**config.mk**
```make
export PLATFORM = sky130hd
export DESIGN_NAME = pcx_fifo
export DESIGN_NICKNAME = d
export VERILOG_FILES = /design/src/sv/pcx_pkg.sv /design/src/sv/pcx_fifo.sv
export SDC_FILE = /design/constraint.sdc
export NUM_CORES = 1
export LEC_CHECK = 0
export BUFFER_PORTS_ARGS = -buffer_cell sky130_fd_sc_hd__clkbuf_2
export CAP_MARGIN = 10
export CORE_ASPECT_RATIO = 0.7
export CORE_UTILIZATION = 40
export CTS_CLUSTER_DIAMETER = 50
export CTS_CLUSTER_SIZE = 25
export DETAILED_ROUTE_END_ITERATION = 7
export SYNTH_ARGS = -nofsm -noshare
export SYNTH_HDL_FRONTEND = slang
export SYNTH_SLANG_ARGS = --single-unit
```
**constraint.sdc**
```tcl
create_clock -name clk -period 3.03 [get_ports clk]
set_input_delay 0.303 -clock clk [delete_from_list [all_inputs] [get_ports clk]]
set_output_delay 0.303 -clock clk [all_outputs]
set_load 0.02 [all_outputs]
```
**src/sv/pcx_pkg.sv**
```systemverilog
`timescale 1ns / 1ps
`default_nettype none

package pcx_pkg;

    localparam int PALETTE_DEPTH = 256;
    localparam int QUEUE_DEPTH   = 4;

    localparam logic [7:0] COUNT_MARK = 8'd192;

    // Queue operation codes.
    localparam logic [1:0] OP_WRITE = 2'd0;
    localparam logic [1:0] OP_RUN   = 2'd1;
    localparam logic [1:0] OP_ERROR = 2'd2;

    // Register indexes on the configuration port.
    localparam logic REG_PALETTE_ENABLE = 1'b0;
    localparam logic REG_OUTPUT_UNITS   = 1'b1;

    typedef struct packed {
        logic [1:0]  op;
        logic        use_palette;
        logic [7:0]  addr;
        logic [23:0] colour;
        logic [5:0]  run;
        logic        done;
    } pcx_cmd_t;

endpackage

`default_nettype wire

```
**src/sv/pcx_fifo.sv**
```systemverilog
`timescale 1ns / 1ps
`default_nettype none

module pcx_fifo #(
    parameter int DEPTH = pcx_pkg::QUEUE_DEPTH
) (
    input  wire logic             clk,
    input  wire logic             rst_n,
    input  wire logic             push,
    input  wire pcx_pkg::pcx_cmd_t push_data,
    input  wire logic             pop,
    output pcx_pkg::pcx_cmd_t     head,
    output logic                  full,
    output logic                  empty
);

    localparam int PW = (DEPTH > 1) ? $clog2(DEPTH) : 1;
    localparam int CW = $clog2(DEPTH + 1);

    pcx_pkg::pcx_cmd_t slot_reg [DEPTH];
    logic [PW-1:0] wptr_reg, wptr_next;
    logic [PW-1:0] rptr_reg, rptr_next;
    logic [CW-1:0] count_reg, count_next;

    logic do_push;
    logic do_pop;

    assign full    = (count_reg == CW'(DEPTH));
    assign empty   = (count_reg == '0);
    assign head    = slot_reg[rptr_reg];
    assign do_push = push && !full;
    assign do_pop  = pop && !empty;

    always_comb
    begin
        wptr_next  = wptr_reg;
        rptr_next  = rptr_reg;
        count_next = count_reg;
        if (do_push)
        begin
            wptr_next = (wptr_reg == PW'(DEPTH - 1)) ? '0 : wptr_reg + PW'(1);
        end
        if (do_pop)
        begin
            rptr_next = (rptr_reg == PW'(DEPTH - 1)) ? '0 : rptr_reg + PW'(1);
        end
        if (do_push && !do_pop)
        begin
            count_next = count_reg + CW'(1);
        end
        else if (do_pop && !do_push)
        begin
            count_next = count_reg - CW'(1);
        end
    end

    always_ff @(posedge clk or negedge rst_n)
    begin
        if (!rst_n)
        begin
            wptr_reg  <= '0;
            rptr_reg  <= '0;
            count_reg <= '0;
        end
        else
        begin
            wptr_reg  <= wptr_next;
            rptr_reg  <= rptr_next;
            count_reg <= count_next;
        end
    end

    always_ff @(posedge clk)
    begin
        if (do_push)
        begin
            slot_reg[wptr_reg] <= push_data;
        end
    end

endmodule

`default_nettype wire

```
# Word level (Yosys, flattened, before mapping)
# Memory sizes are Yosys's and may differ from the RTL's.
# Index checks and enable logic that the tools add are counted.
dict set report totals {
  latchBits 0
  rom_bits 0
  wordCells 27
  ff_bits 7
  n_memories 1
  ramBits 168
}
# name depth width rd rd_ports_with_merged_regs write_ports line
set mem_list {}
lappend mem_list {slot_reg 4 42 1 0 1 pcx_fifo.sv:20} ;# pcx_pkg::pcx_cmd_t slot_reg [DEPTH];
dict set report op_classes {
  n_div 0
  shifts 0
  add_sub_neg 4
  n_reduce_logical 10
  muxes 6
  magnitude_cmp 0
  bitwise 0
  mul 0
  eq_ne 3
}
# cell count
set ops {}
lappend ops {{3-bit two-way mux} 2}
lappend ops {{2-bit by 1-bit adder with 2-bit output (second input constant)} 2}
lappend ops {{2-bit == test (second input constant)} 2}
lappend ops {{1-bit logical AND} 4}
lappend ops {{1-bit logical NOT} 4}
lappend ops {{2-bit two-way mux} 2}
lappend ops {{3-bit by 1-bit adder with 3-bit output (second input constant)} 1}
lappend ops {{3-bit == test (second input constant)} 1}
lappend ops {{3-bit logical NOT} 1}
lappend ops {{3-bit by 1-bit subtractor with 3-bit output (second input constant)} 1}
lappend ops {{1-bit two-way mux} 2}
lappend ops {{2-bit nonzero test} 1}

# Logic depth before layout (Yosys ltp)
dict set report depth {
  ltp_word 7
  depth_mapped 9
}

# Worst setup path before layout
# Ideal clock, no wire load.
dict set report synth_path {
  path_kind {register to register}
  start {register count_reg[2]}
  end {memory slot_reg[0][0] (netlist name), enable pin}
  path_stages_with_launch 5
  arrival_time_ns 1.919
  path_slack_ns 0.707
  n_path_buf 1
  synth_period_minus_slack_ns 2.323
  path_cell_list {dfrtp_1 nor3b_2 nor2b_1 buf_2 and2_1}
}
dict set report synth_via {
  elab_chain_cells 5
}
# item line
set synth_lines {}
lappend synth_lines {{start, declared} pcx_fifo.sv:23} ;# logic [CW-1:0] count_reg, count_next;
lappend synth_lines {{start signal, assigned} pcx_fifo.sv:69} ;# count_reg <= count_next;
lappend synth_lines {{3-bit == test} pcx_fifo.sv:28} ;# assign full = (count_reg == CW'(DEPTH));
lappend synth_lines {{net full} pcx_fifo.sv:13} ;# output logic full,
lappend synth_lines {{1-bit logical NOT} pcx_fifo.sv:31} ;# assign do_push = push && !full;
lappend synth_lines {{1-bit logical AND} pcx_fifo.sv:31}
lappend synth_lines {{net do_push} pcx_fifo.sv:25} ;# logic do_push;
lappend synth_lines {{1-bit two-way mux} pcx_fifo.sv:75} ;# if (do_push)
lappend synth_lines {{1-bit two-way mux (implied by the code)} pcx_fifo.sv:77} ;# slot_reg[wptr_reg] <= push_data;
lappend synth_lines {{end, declared} pcx_fifo.sv:20}
# The timed path passes the listed nets, and every way through them passes these cells.

==> flow_summary_export.csv <==
group,metric,value,unit
run_status,outcome,"finished, final reports clean",
clock_tree,ctsResizeCount,0,
place,placedCellCount,545,
route,num_vias,2922,
sta,hold_violations,0,
sta,rsz0062_at_grt,"false",
pwr,power,8481,µW
clock_tree,clk_latency,0.42,ns
worst_hold_path,min_from,"push_data[39]",
synthesis,syn_nets,310,
sta,fin_setup_tns,0,ns
floorplan,fp.dieW,154.4,µm
synthesis,syn_inst,257,
critical_path,crit_type,"reg -> out",
floorplan,initial_utilization,41.47,%
synthesis,yosysSeqAreaShare,80.23,%
synthesis,avgSynthCellArea,25.32,µm²
sta,timing.hold.ws,0.09406,ns
floorplan,ios,90,
cells_and_area,finish.instance_area,7993,µm²
place,post_dp_cell_area,7276,µm²
critical_path,worst_r2r_endpoint,"count_reg[2]",
route,first_pass_iters,4,
synthesis,netlist_area,6506,µm²
place,dpl.hpwl,7406,µm
floorplan,core,15690,µm²
sta,finalCritPeriodShare,81.96,%
route,viasPerCell,5.047,
sta,fmax,402.7,MHz
sta,skew,0.01105,ns
clock_tree,clockRootBuffer,"clkbuf_16",
place,io_buffer_count,89,
worst_hold_path,min_path_cells,1,
sta,slew_headroom,57.57,%
critical_path,reg2reg_depth,8,
pwr,ir_drop,0.4313,mV
pwr,p_leak,0.002802,µW
route,drc_errors,0,
synthesis,yosys_warnings,0,
critical_path,regToRegStartpoint,"count_reg[2]",
grt,grt_pass1_vias,3140,
critical_path,worst_setup_path_end_kind,"output port",
cells_and_area,regArea,5225,µm²
grt,grt_antenna_before_repair,0,
cells_and_area,syn2layout_area_growth,22.85,%
critical_path,required,2.73,ns
grt,grt.overflow.total,0,
grt,track_usage,15.02,%
cells_and_area,largest_reg_flops,168,
synthesis,synth_top_area_cell,"edfxtp_1",
grt,grt_start_max_net_pins,27,
route,ant_nets,0,
sta,worst_pin_slew,0.6364,ns
sta,period_needed,2.483,ns
worst_hold_path,min_to,"slot_reg[0][39]",
route,wire_per_inst,19.88,µm
cells_and_area,multi_input_area,1206,µm²
route,first_iter_violations,181,
run,cap_violations,0,
grt,grt_pass1_wl,17860,µm
synthesis,synth_top_area_share,77.54,%
critical_path,cp.arrival,2.18,ns
route,routed_wl,11510,µm
synthesis,ys_ff_latch,175,
floorplan,die_h,108.7,µm
critical_path,cp_max_fo,26,
sta,finalSetupViolations,0,
worst_hold_path,holdCritPathClass,"in -> reg",
clock_tree,clock_sinks,175,
synthesis,synthTopCellsByArea,"edfxtp_1, mux4_2, dfrtp_1, ha_1, mux2_4",
critical_path,start_kind,"flip-flop",
floorplan,dieArea,16790,µm²
cells_and_area,fin_cells,579,
synthesis,synth_cell_type_count,21,
sta,drv_slew,0,
clock_tree,clockBufferDepth,2,
floorplan,num_rows,38,
cells_and_area,fin_nets,418,
pwr,power.density,1061,nW/µm²
clock_tree,clk_pin_slew_worst_paths,0.07,ns
place,place_congestion,0.7258,
cells_and_area,layout-drive-gt1-share,48.94,%
cells_and_area,fill_cells,1261,
critical_path,r2r_slack,0.80,ns
clock_tree,cts_max_level,4,
clock_tree,cts_tree,"yes",
clock_tree,cts_buffers,17,
-- final cells by class --
class / count / area share (%)
repair buffers: 100 / 7.420
multi-input cells: 68 / 15.09
flip-flops and latches: 175 / 65.37
well taps: 200 / 3.131
inverters: 3 / 0.1409
clock buffers: 17 / 5.322
diodes: 1 / 0.03131
clock inverters: 15 / 3.491
-- synth_stat cells, drive strengths merged --
cell / instances
edfxtp: 168
mux4: 42
buf: 10
dfrtp: 7
ha: 6
and2: 4
mux2: 4
inv: 3
nor2: 2
nor3: 2
xor2: 2
a21o: 1
clkbuf: 1
fa: 1
nor2b: 1
nor3b: 1
o31ai: 1
xnor2: 1
-- metrics by stage --
stage,setup WS [ns],util (%)
floorplan,0.7070,-
global placement,0.8680,46.37
detailed placement,0.7715,46.37
CTS,0.4686,50.93
global route,0.3895,50.93
finish,0.5467,50.94
-- cells in the final DEF (no fill, tap or decap) --
cell type	n
o31ai_2	1
bufinv_16	7
a21o_1	1
and2_2	4
ha_1	6
clkinv_4	2
dfrtp_1	5
clkinvlp_4	1
edfxtp_1	168
nor2_1	2
fa_1	1
clkbuf_2	89
mux2_4	2
dfrtp_4	1
inv_6	5
clkbuf_16	17
buf_4	5
xnor2_1	1
diode_2	1
inv_1	3
buf_12	5
dfrtp_2	1
mux2_2	2
nor3b_2	1
nor2b_1	1
dlygate4sd3_1	1
nor3_1	2
mux4_2	42
xor2_1	2
-- metal layers --
| metal | part of all wire, % | track usage, % |
|---|---|---|
| met1 | 47 | 20.78 |
| met3 | 6.6 | 6.121 |
| met4 | 1.1 | 4.880 |
| met2 | 45 | 21.69 |
| met5 | 0 | 0 |
-- power by group --
group / internal, µW / leakage, µW / switching (µW)
registers: 3200 / 0.00162 / 287
clock network: 1650 / 0.000339 / 916
logic: 1080 / 0.000843 / 1360
-- cells by family (layout without fill, tap and decap cells) --
group | count (synthesis) | in the layout | share of synthesized area (%)
adders and majority gates | 7 | 7 | 1.462
DFF | 175 | 175 | 80.23
other | 0 | 1 | 0
muxes | 46 | 46 | 15.35
xor gates and xnor gates | 3 | 3 | 0.4039
and+or+nand+nor | 10 | 10 | 0.9423
buffers and inverters | 14 | 135 | 1.308
AOI/OAI and AO/OA | 2 | 2 | 0.3077
-- worst max-delay path by stage --
stage,slack (ns),to,startpoint,cells after the start
2_1_floorplan,0.71,slot_reg[0][0],count_reg[2],4
6_report,0.55,head[18],rptr_reg[0],3
4_1_cts,0.47,head[4],rptr_reg[0],3
3_5_place_dp,0.77,slot_reg[3][10],count_reg[2],4
3_3_place_gp,0.87,slot_reg[3][6],count_reg[2],4
5_1_grt,0.39,head[4],rptr_reg[0],3
-- what timing repair did --
item / CTS / global route
hold buffers: 1 / 0
hold endpoints to repair: 7 / 0
setup buffers: 0 / 0
-- critical path, cell delays in order, from the launching register on --
cell and delay (ns):
dfrtp_4 0.72, buf_12 0.29, mux4_2 0.56, clkbuf_2 0.18
(Power assumes the default switching activity.)
