[config.mk]
export PLATFORM = sky130hd
export DESIGN_NAME = pcx_front
export DESIGN_NICKNAME = d
export VERILOG_FILES = /design/src/sv/pcx_pkg.sv /design/src/sv/pcx_front.sv
export SDC_FILE = /design/constraint.sdc
export NUM_CORES = 1
export LEC_CHECK = 0
export ABC_AREA = 1
export BUFFER_PORTS_ARGS = -buffer_cell sky130_fd_sc_hd__buf_2
export CAP_MARGIN = 5
export CORE_UTILIZATION = 59
export DETAILED_ROUTE_END_ITERATION = 6
export PLACE_DENSITY_LB_ADDON = 0.2
export SLEW_MARGIN = 20
export SYNTH_ARGS = -nofsm -noshare
export SYNTH_HDL_FRONTEND = slang
export SYNTH_SLANG_ARGS = --single-unit
export TNS_END_PERCENT = 30
[constraint.sdc]
create_clock -name clk -period 13.87 [get_ports clk]
set_clock_uncertainty 0.15 [all_clocks]
set_input_delay 0.6935 -clock clk [delete_from_list [all_inputs] [get_ports clk]]
set_output_delay 0.6935 -clock clk [all_outputs]
set_load 0.02 [all_outputs]
[src/sv/pcx_pkg.sv]
`timescale 1ns / 1ps
`default_nettype none

package pcx_pkg;

    localparam int PALETTE_DEPTH = 256;
    localparam int QUEUE_DEPTH   = 4;

    localparam logic [7:0] COUNT_MARK = 8'd192;

    // Queue operation codes.
    localparam logic [1:0] OP_WRITE = 2'd0;
    localparam logic [1:0] OP_RUN   = 2'd1;
    localparam logic [1:0] OP_ERROR = 2'd2;

    // Register indexes on the configuration port.
    localparam logic REG_PALETTE_ENABLE = 1'b0;
    localparam logic REG_OUTPUT_UNITS   = 1'b1;

    typedef struct packed {
        logic [1:0]  op;
        logic        use_palette;
        logic [7:0]  addr;
        logic [23:0] colour;
        logic [5:0]  run;
        logic        done;
    } pcx_cmd_t;

endpackage

`default_nettype wire

[src/sv/pcx_front.sv]
`timescale 1ns / 1ps
`default_nettype none

module pcx_front #(
    parameter int PALETTE_DEPTH = pcx_pkg::PALETTE_DEPTH
) (
    input  wire logic              clk,
    input  wire logic              rst_n,
    input  wire logic              palette_enable,
    input  wire logic [31:0]       output_units,
    input  wire logic              accept,
    input  wire logic              kind,
    input  wire logic [7:0]        data_byte,
    input  wire logic [7:0]        entry_index,
    input  wire logic [7:0]        entry_red,
    input  wire logic [7:0]        entry_green,
    input  wire logic [7:0]        entry_blue,
    output logic                   push,
    output pcx_pkg::pcx_cmd_t      push_data
);

    logic        pending_reg, pending_next;
    logic [5:0]  run_length_reg, run_length_next;
    logic [31:0] units_reg, units_next;
    logic        stopped_reg, stopped_next;

    logic        have_run;
    logic [5:0]  run;
    logic [32:0] units_sum;
    logic        in_range;

    assign units_sum = {1'b0, units_reg} + 33'(run);
    assign in_range  = ({1'b0, data_byte} < 9'(PALETTE_DEPTH));

    always_comb
    begin
        pending_next    = pending_reg;
        run_length_next = run_length_reg;
        units_next      = units_reg;
        stopped_next    = stopped_reg;
        have_run        = 1'b0;
        run             = 6'd1;
        push            = 1'b0;

        push_data             = '0;
        push_data.addr        = data_byte;
        push_data.use_palette = palette_enable && in_range;
        push_data.colour      = palette_enable ? 24'd0 : {data_byte, 16'd0};
        push_data.run         = run;

        if (accept)
        begin
            if (kind)
            begin
                push_data.op     = pcx_pkg::OP_WRITE;
                push_data.addr   = entry_index;
                push_data.colour = {entry_red, entry_green, entry_blue};
                push = ({1'b0, entry_index} < 9'(PALETTE_DEPTH));
            end
            else if (!stopped_reg && (units_reg < output_units))
            begin
                if (pending_reg)
                begin
                    pending_next = 1'b0;
                    run          = run_length_reg;
                    have_run     = 1'b1;
                end
                else if (data_byte >= pcx_pkg::COUNT_MARK)
                begin
                    run_length_next = data_byte[5:0];
                    pending_next    = 1'b1;
                end
                else
                begin
                    have_run = 1'b1;
                end
            end
        end

        push_data.run = run;

        // A zero-length run consumes its value byte and yields nothing.
        if (have_run && (run != 6'd0))
        begin
            push = 1'b1;
            if (units_sum > {1'b0, output_units})
            begin
                stopped_next          = 1'b1;
                push_data.op          = pcx_pkg::OP_ERROR;
                push_data.use_palette = 1'b0;
            end
            else
            begin
                units_next     = units_sum[31:0];
                push_data.op   = pcx_pkg::OP_RUN;
                push_data.done = (units_sum == {1'b0, output_units});
            end
        end
    end

    always_ff @(posedge clk or negedge rst_n)
    begin
        if (!rst_n)
        begin
            pending_reg    <= 1'b0;
            run_length_reg <= '0;
            units_reg      <= '0;
            stopped_reg    <= 1'b0;
        end
        else
        begin
            pending_reg    <= pending_next;
            run_length_reg <= run_length_next;
            units_reg      <= units_next;
            stopped_reg    <= stopped_next;
        end
    end

endmodule

`default_nettype wire

Yosys cells after proc, flatten, opt, wreduce, memory -nomap -nowiden
Index checks and enable logic that the tools add are counted.
{"block": "op_classes", "n_lt_le_gt_ge": 3, "reduce_logical": 8, "bitwise": 3, "muxes": 22, "n_eq_ne": 1, "add_sub_neg": 1}
{"cell": "2-to-1 mux 32 bit", "n": 2}
{"cell": "adder 32 x 6 -> 33 bit", "n": 1}
{"cell": "== test 33 x 32 -> 1 bit", "n": 1}
{"cell": "greater-than comparator 33 x 32 -> 1 bit", "n": 1}
{"cell": "< comparator 32 bit", "n": 1}
{"cell": "2-to-1 mux 24 bit", "n": 1}
{"cell": "2-to-1 mux 6 bit", "n": 4}
{"cell": "2-to-1 mux 1 bit", "n": 13}
{"cell": ">= comparator 8 bit (second input constant)", "n": 1}
{"cell": "nonzero test 6 bit", "n": 1}
{"cell": "AND reduction 5 bit", "n": 1}
{"cell": "AND reduction 2 bit", "n": 2}
{"cell": "2-to-1 mux 3 bit", "n": 1}
{"cell": "inverter 1 bit", "n": 3}
{"cell": "AND reduction 3 bit", "n": 1}
{"cell": "logical AND 1 bit", "n": 2}
{"cell": "2-to-1 mux 2 bit", "n": 1}
{"cell": "logical NOT 1 bit", "n": 1}
{"block": "word_totals", "elab_cells": 42, "regBits": 40, "output_inout_bits": 43, "input_bits": 77}

Longest topological paths before layout
{"block": "logic_depth", "depth_word": 9, "ltp_mapped": 41, "ltp_nobuf": 40}

Worst setup path after synthesis
Ideal clock, no wire load.
{"block": "synth_timing", "kind": "input port to output port", "from": "input port output_units[23]", "to": "output port push_data[39] (netlist bit)", "arrival_ps": 5265, "slack_ps": 7762, "t_required_ps": 13026, "cell_stages": 32, "cell_sequence": "inv_1 ha_1 a21o_1 clkinv_1 o21a_1 nand2_1 a21oi_1 nand4_2 nor3_1 ha_1 inv_1 nor3_2 nand2_1 o21ai_2 nand2_2 nor2_2 nand2_2 nor2_4 nand2_2 nor2_4 nand2_2 xnor2_2 ha_1 nand2_1 nor2_1 nand4_1 nor2_1 nand3b_1 nand3_2 nand2_4 nor2_1 nor2_1"}
{"item": "start: declaration", "line": "pcx_front.sv:10", "rtl": "input wire logic [31:0] output_units,"}
{"item": "end: declaration", "line": "pcx_front.sv:19", "rtl": "output pcx_pkg::pcx_cmd_t push_data"}

==> results.txt <==
# rows - 31
Mapped Nets - 823
area grow syn2layout - 15.9%
CP Launch Type - primary input
Seq pwr share - 0.438
most frequent cell on the critical path - nand2_1
Setup Fix Bufs, Post-CTS - 0
min cycle time layout - 7.16 ns
actual slew at the worst max-slew pin - 0.990 ns
Die H - 90.3 um
max reg flops - 32
via count - 4916
fin crit share - 0.516
critical path capture point type - output pin
H-tree levels - 2
relative slew slack - 0.340
net load switching power - 77.1 uW
total gr overflow - 0
antenna violations before repair - 0
first-pass GRT wire length - 21000 um
die width - 90.3 um
clock network power share - 0.374
clk_lat worst skew - 0.31 ns
hold path start - run_length_reg[4]$_DFFE_PN0P_
core area - 7410 um2
FILL cells - 636
synthesized area - 4600 um2
number of diodes - 0
Avg Cell Area, Syn - 6.81 um2
R2R Setup Slk - 7.68 ns
Root Buffer - clkbuf_8
Post-layout nets - 932
number of port buffers - 119
Pint - 189 uW
max-cap violations - 0
largest net degree at the start of global routing - 41
die area - 8150 um2
peak supply drop - 0.0426 mV
Post-Route WL - 12400 um
IO Pins - 120
post-cts resize count - 0
placed cells - 877
pwr dens - 49.9 nW/um2
number of enable flip-flop cells after synthesis - 0
FF-to-FF End - units_reg[4]$_DFFE_PN0P_
Req. time, crit path - 13.03 ns
flops & latches, synth - 40
Critical Path AT - 6.32 ns
Finished Layout Cells - 885
CTS Hold Bufs - 0
Setup-failing EPs final - 0
DP Wirelength - 9760 um
vias per inst - 5.55
first-pass iteration count of the detailed router - 4
Util after Layout - 0.720
Pwr Total - 266 uW
GR Util All Layers - 0.311
DRC Markers - 0
slowest CP cell - nor3_2
Max Slew Vio Count - 0
CTS sink count - 40
hold_ws - 0.370 ns
Hold/Removal Path Class - register to register
Setup crit end - push_data[40]
proportion of layout cells with a drive suffix above 1 - 0.197
DR WL/cell - 14.0 um
worst-path fanout max - 35
Reg2Reg Launch Point - units_reg[15]$_DFFE_PN0P_
Starting DRT DRC Count - 301
CTS buffer count - 5
post-route ant nets - 0
Unique masters post-synth - 42
Pleak - 0.00326 uW
vias in the first global route - 4713
Seq/Total Area, Yosys - 0.218
most frequent cells in the layout - nand2_1, buf_2, inv_1, ha_1, nor2_1
R2R cell count - 32
Max stage delay on crit path - 0.41 ns
fmax - 140 MHz
Warnings, synthesis - 0
final setup TNS - 0 ns
sw frac - 0.290
clock slew at reported path FFs - 0.08 ns
Initial Util - 0.621
Main synth FF type - dfrtp_1
crit path from - output_units[19]
Longest Clk Path Bufs - 2
RD Place Congestion - 0.886
worst setup path category - primary input to output pin
CTS tree - built
Logic pwr share - 0.188
leading cell type in the layout, fill and taps excluded - nand2_1
Async SR Flop Fraction - 1.00
RSZ-0062 raised after global routing - no
final hold vios - 0
status - complete, no violations
Syn Inst Count - 676
## through the flow
stage | area (um2) | worst slack (ns)
2_1_floorplan | 4600 | 7.76
3_3_place_gp | 5230 | 7.07
3_5_place_dp | 5230 | 6.81
4_1_cts | 5330 | 6.78
5_1_grt | 5330 | 6.23
6_report | 5330 | 6.71
## synth_stat cells (2+ instances only)
| cell type | number | area share |
|---|---|---|
| a211oi_1 | 2 | 0.0033 |
| buf_4 | 2 | 0.0033 |
| nor3_1 | 10 | 0.011 |
| nand4_1 | 44 | 0.060 |
| nor2_1 | 59 | 0.048 |
| a21oi_1 | 38 | 0.041 |
| nor4_1 | 2 | 0.0027 |
| nand3_1 | 33 | 0.036 |
| mux2_2 | 3 | 0.0073 |
| nor2_2 | 4 | 0.0054 |
| inv_2 | 2 | 0.0016 |
| nand2_2 | 5 | 0.0068 |
| nand2_1 | 171 | 0.14 |
| xnor2_1 | 10 | 0.019 |
| inv_1 | 105 | 0.086 |
| ha_1 | 69 | 0.19 |
| o21ai_0 | 24 | 0.026 |
| buf_2 | 4 | 0.0044 |
| dfrtp_1 | 40 | 0.22 |
| nand4_2 | 2 | 0.0054 |
| nor2_4 | 2 | 0.0049 |
| nand3b_1 | 2 | 0.0033 |
| nand3_2 | 2 | 0.0044 |
| clkbuf_1 | 8 | 0.0065 |
| nor3_2 | 2 | 0.0044 |
| buf_6 | 3 | 0.0073 |
| xor2_1 | 13 | 0.025 |
## final cells by class
cell class	count	area, um2	share of cell area
inverters	108	405	0.0760
clock buffers	6	72.6	0.0136
clock inverters	2	35.0	0.00657
flip-flops and latches	40	1000	0.188
well taps	99	124	0.0232
multi-input cells	510	3090	0.580
repair buffers	120	603	0.113
## per-layer routing
metal  track usage  wire length (um)  vias up  part of all wire
met5             0                 0        -                 0
met4        0.0981               192        0             0.015
met3        0.0522               803       19             0.065
met2         0.539              6090      183              0.49
met1         0.393              5320     2276              0.43
li1              -                 -     2438                 -
## worst max-delay path, delay by kind of cell
kind                     cells  cell delay, ns
XOR/XNOR                     1            0.15
AND/OR/NAND/NOR             20            3.51
AO/OA/AOI/OAI                4            0.60
adder cells (fa/ha/maj)      3            0.92
buffers and inverters        4            0.45
## cell families after synthesis
| kind of cell | synth area share |
|---|---|
| AO/OA/AOI/OAI | 0.0789 |
| XOR/XNOR | 0.0473 |
| adder cells (fa/ha/maj) | 0.192 |
| buffers and inverters | 0.110 |
| flip-flops | 0.218 |
| multiplexers | 0.00734 |
| AND/OR/NAND/NOR | 0.346 |
## how the worst min path moves through the flow
stage,slack [ns],end,cells past startpoint
after CTS,0.37,run_length_reg[4]$_DFFE_PN0P_,1
final,0.37,run_length_reg[4]$_DFFE_PN0P_,1
after global routing,0.38,run_length_reg[4]$_DFFE_PN0P_,1
after detailed placement,0.35,run_length_reg[4]$_DFFE_PN0P_,1
after floorplan,0.25,pending_reg$_DFFE_PN0P_,0
after global placement,0.34,stopped_reg$_DFFE_PN0P_,2
## power by group through the flow
stage / Combinational (uW) / Sequential, uW / Clock, uW
CTS: 50.2 / 116 / 99.6
finish: 50.1 / 116 / 99.5
floorplan: 26.9 / 119 / 0
global route: 56.2 / 117 / 103
global placement: 48.4 / 119 / 0
detailed placement: 49.9 / 119 / 0
Note: power is estimated with default switching activity, not from simulation.
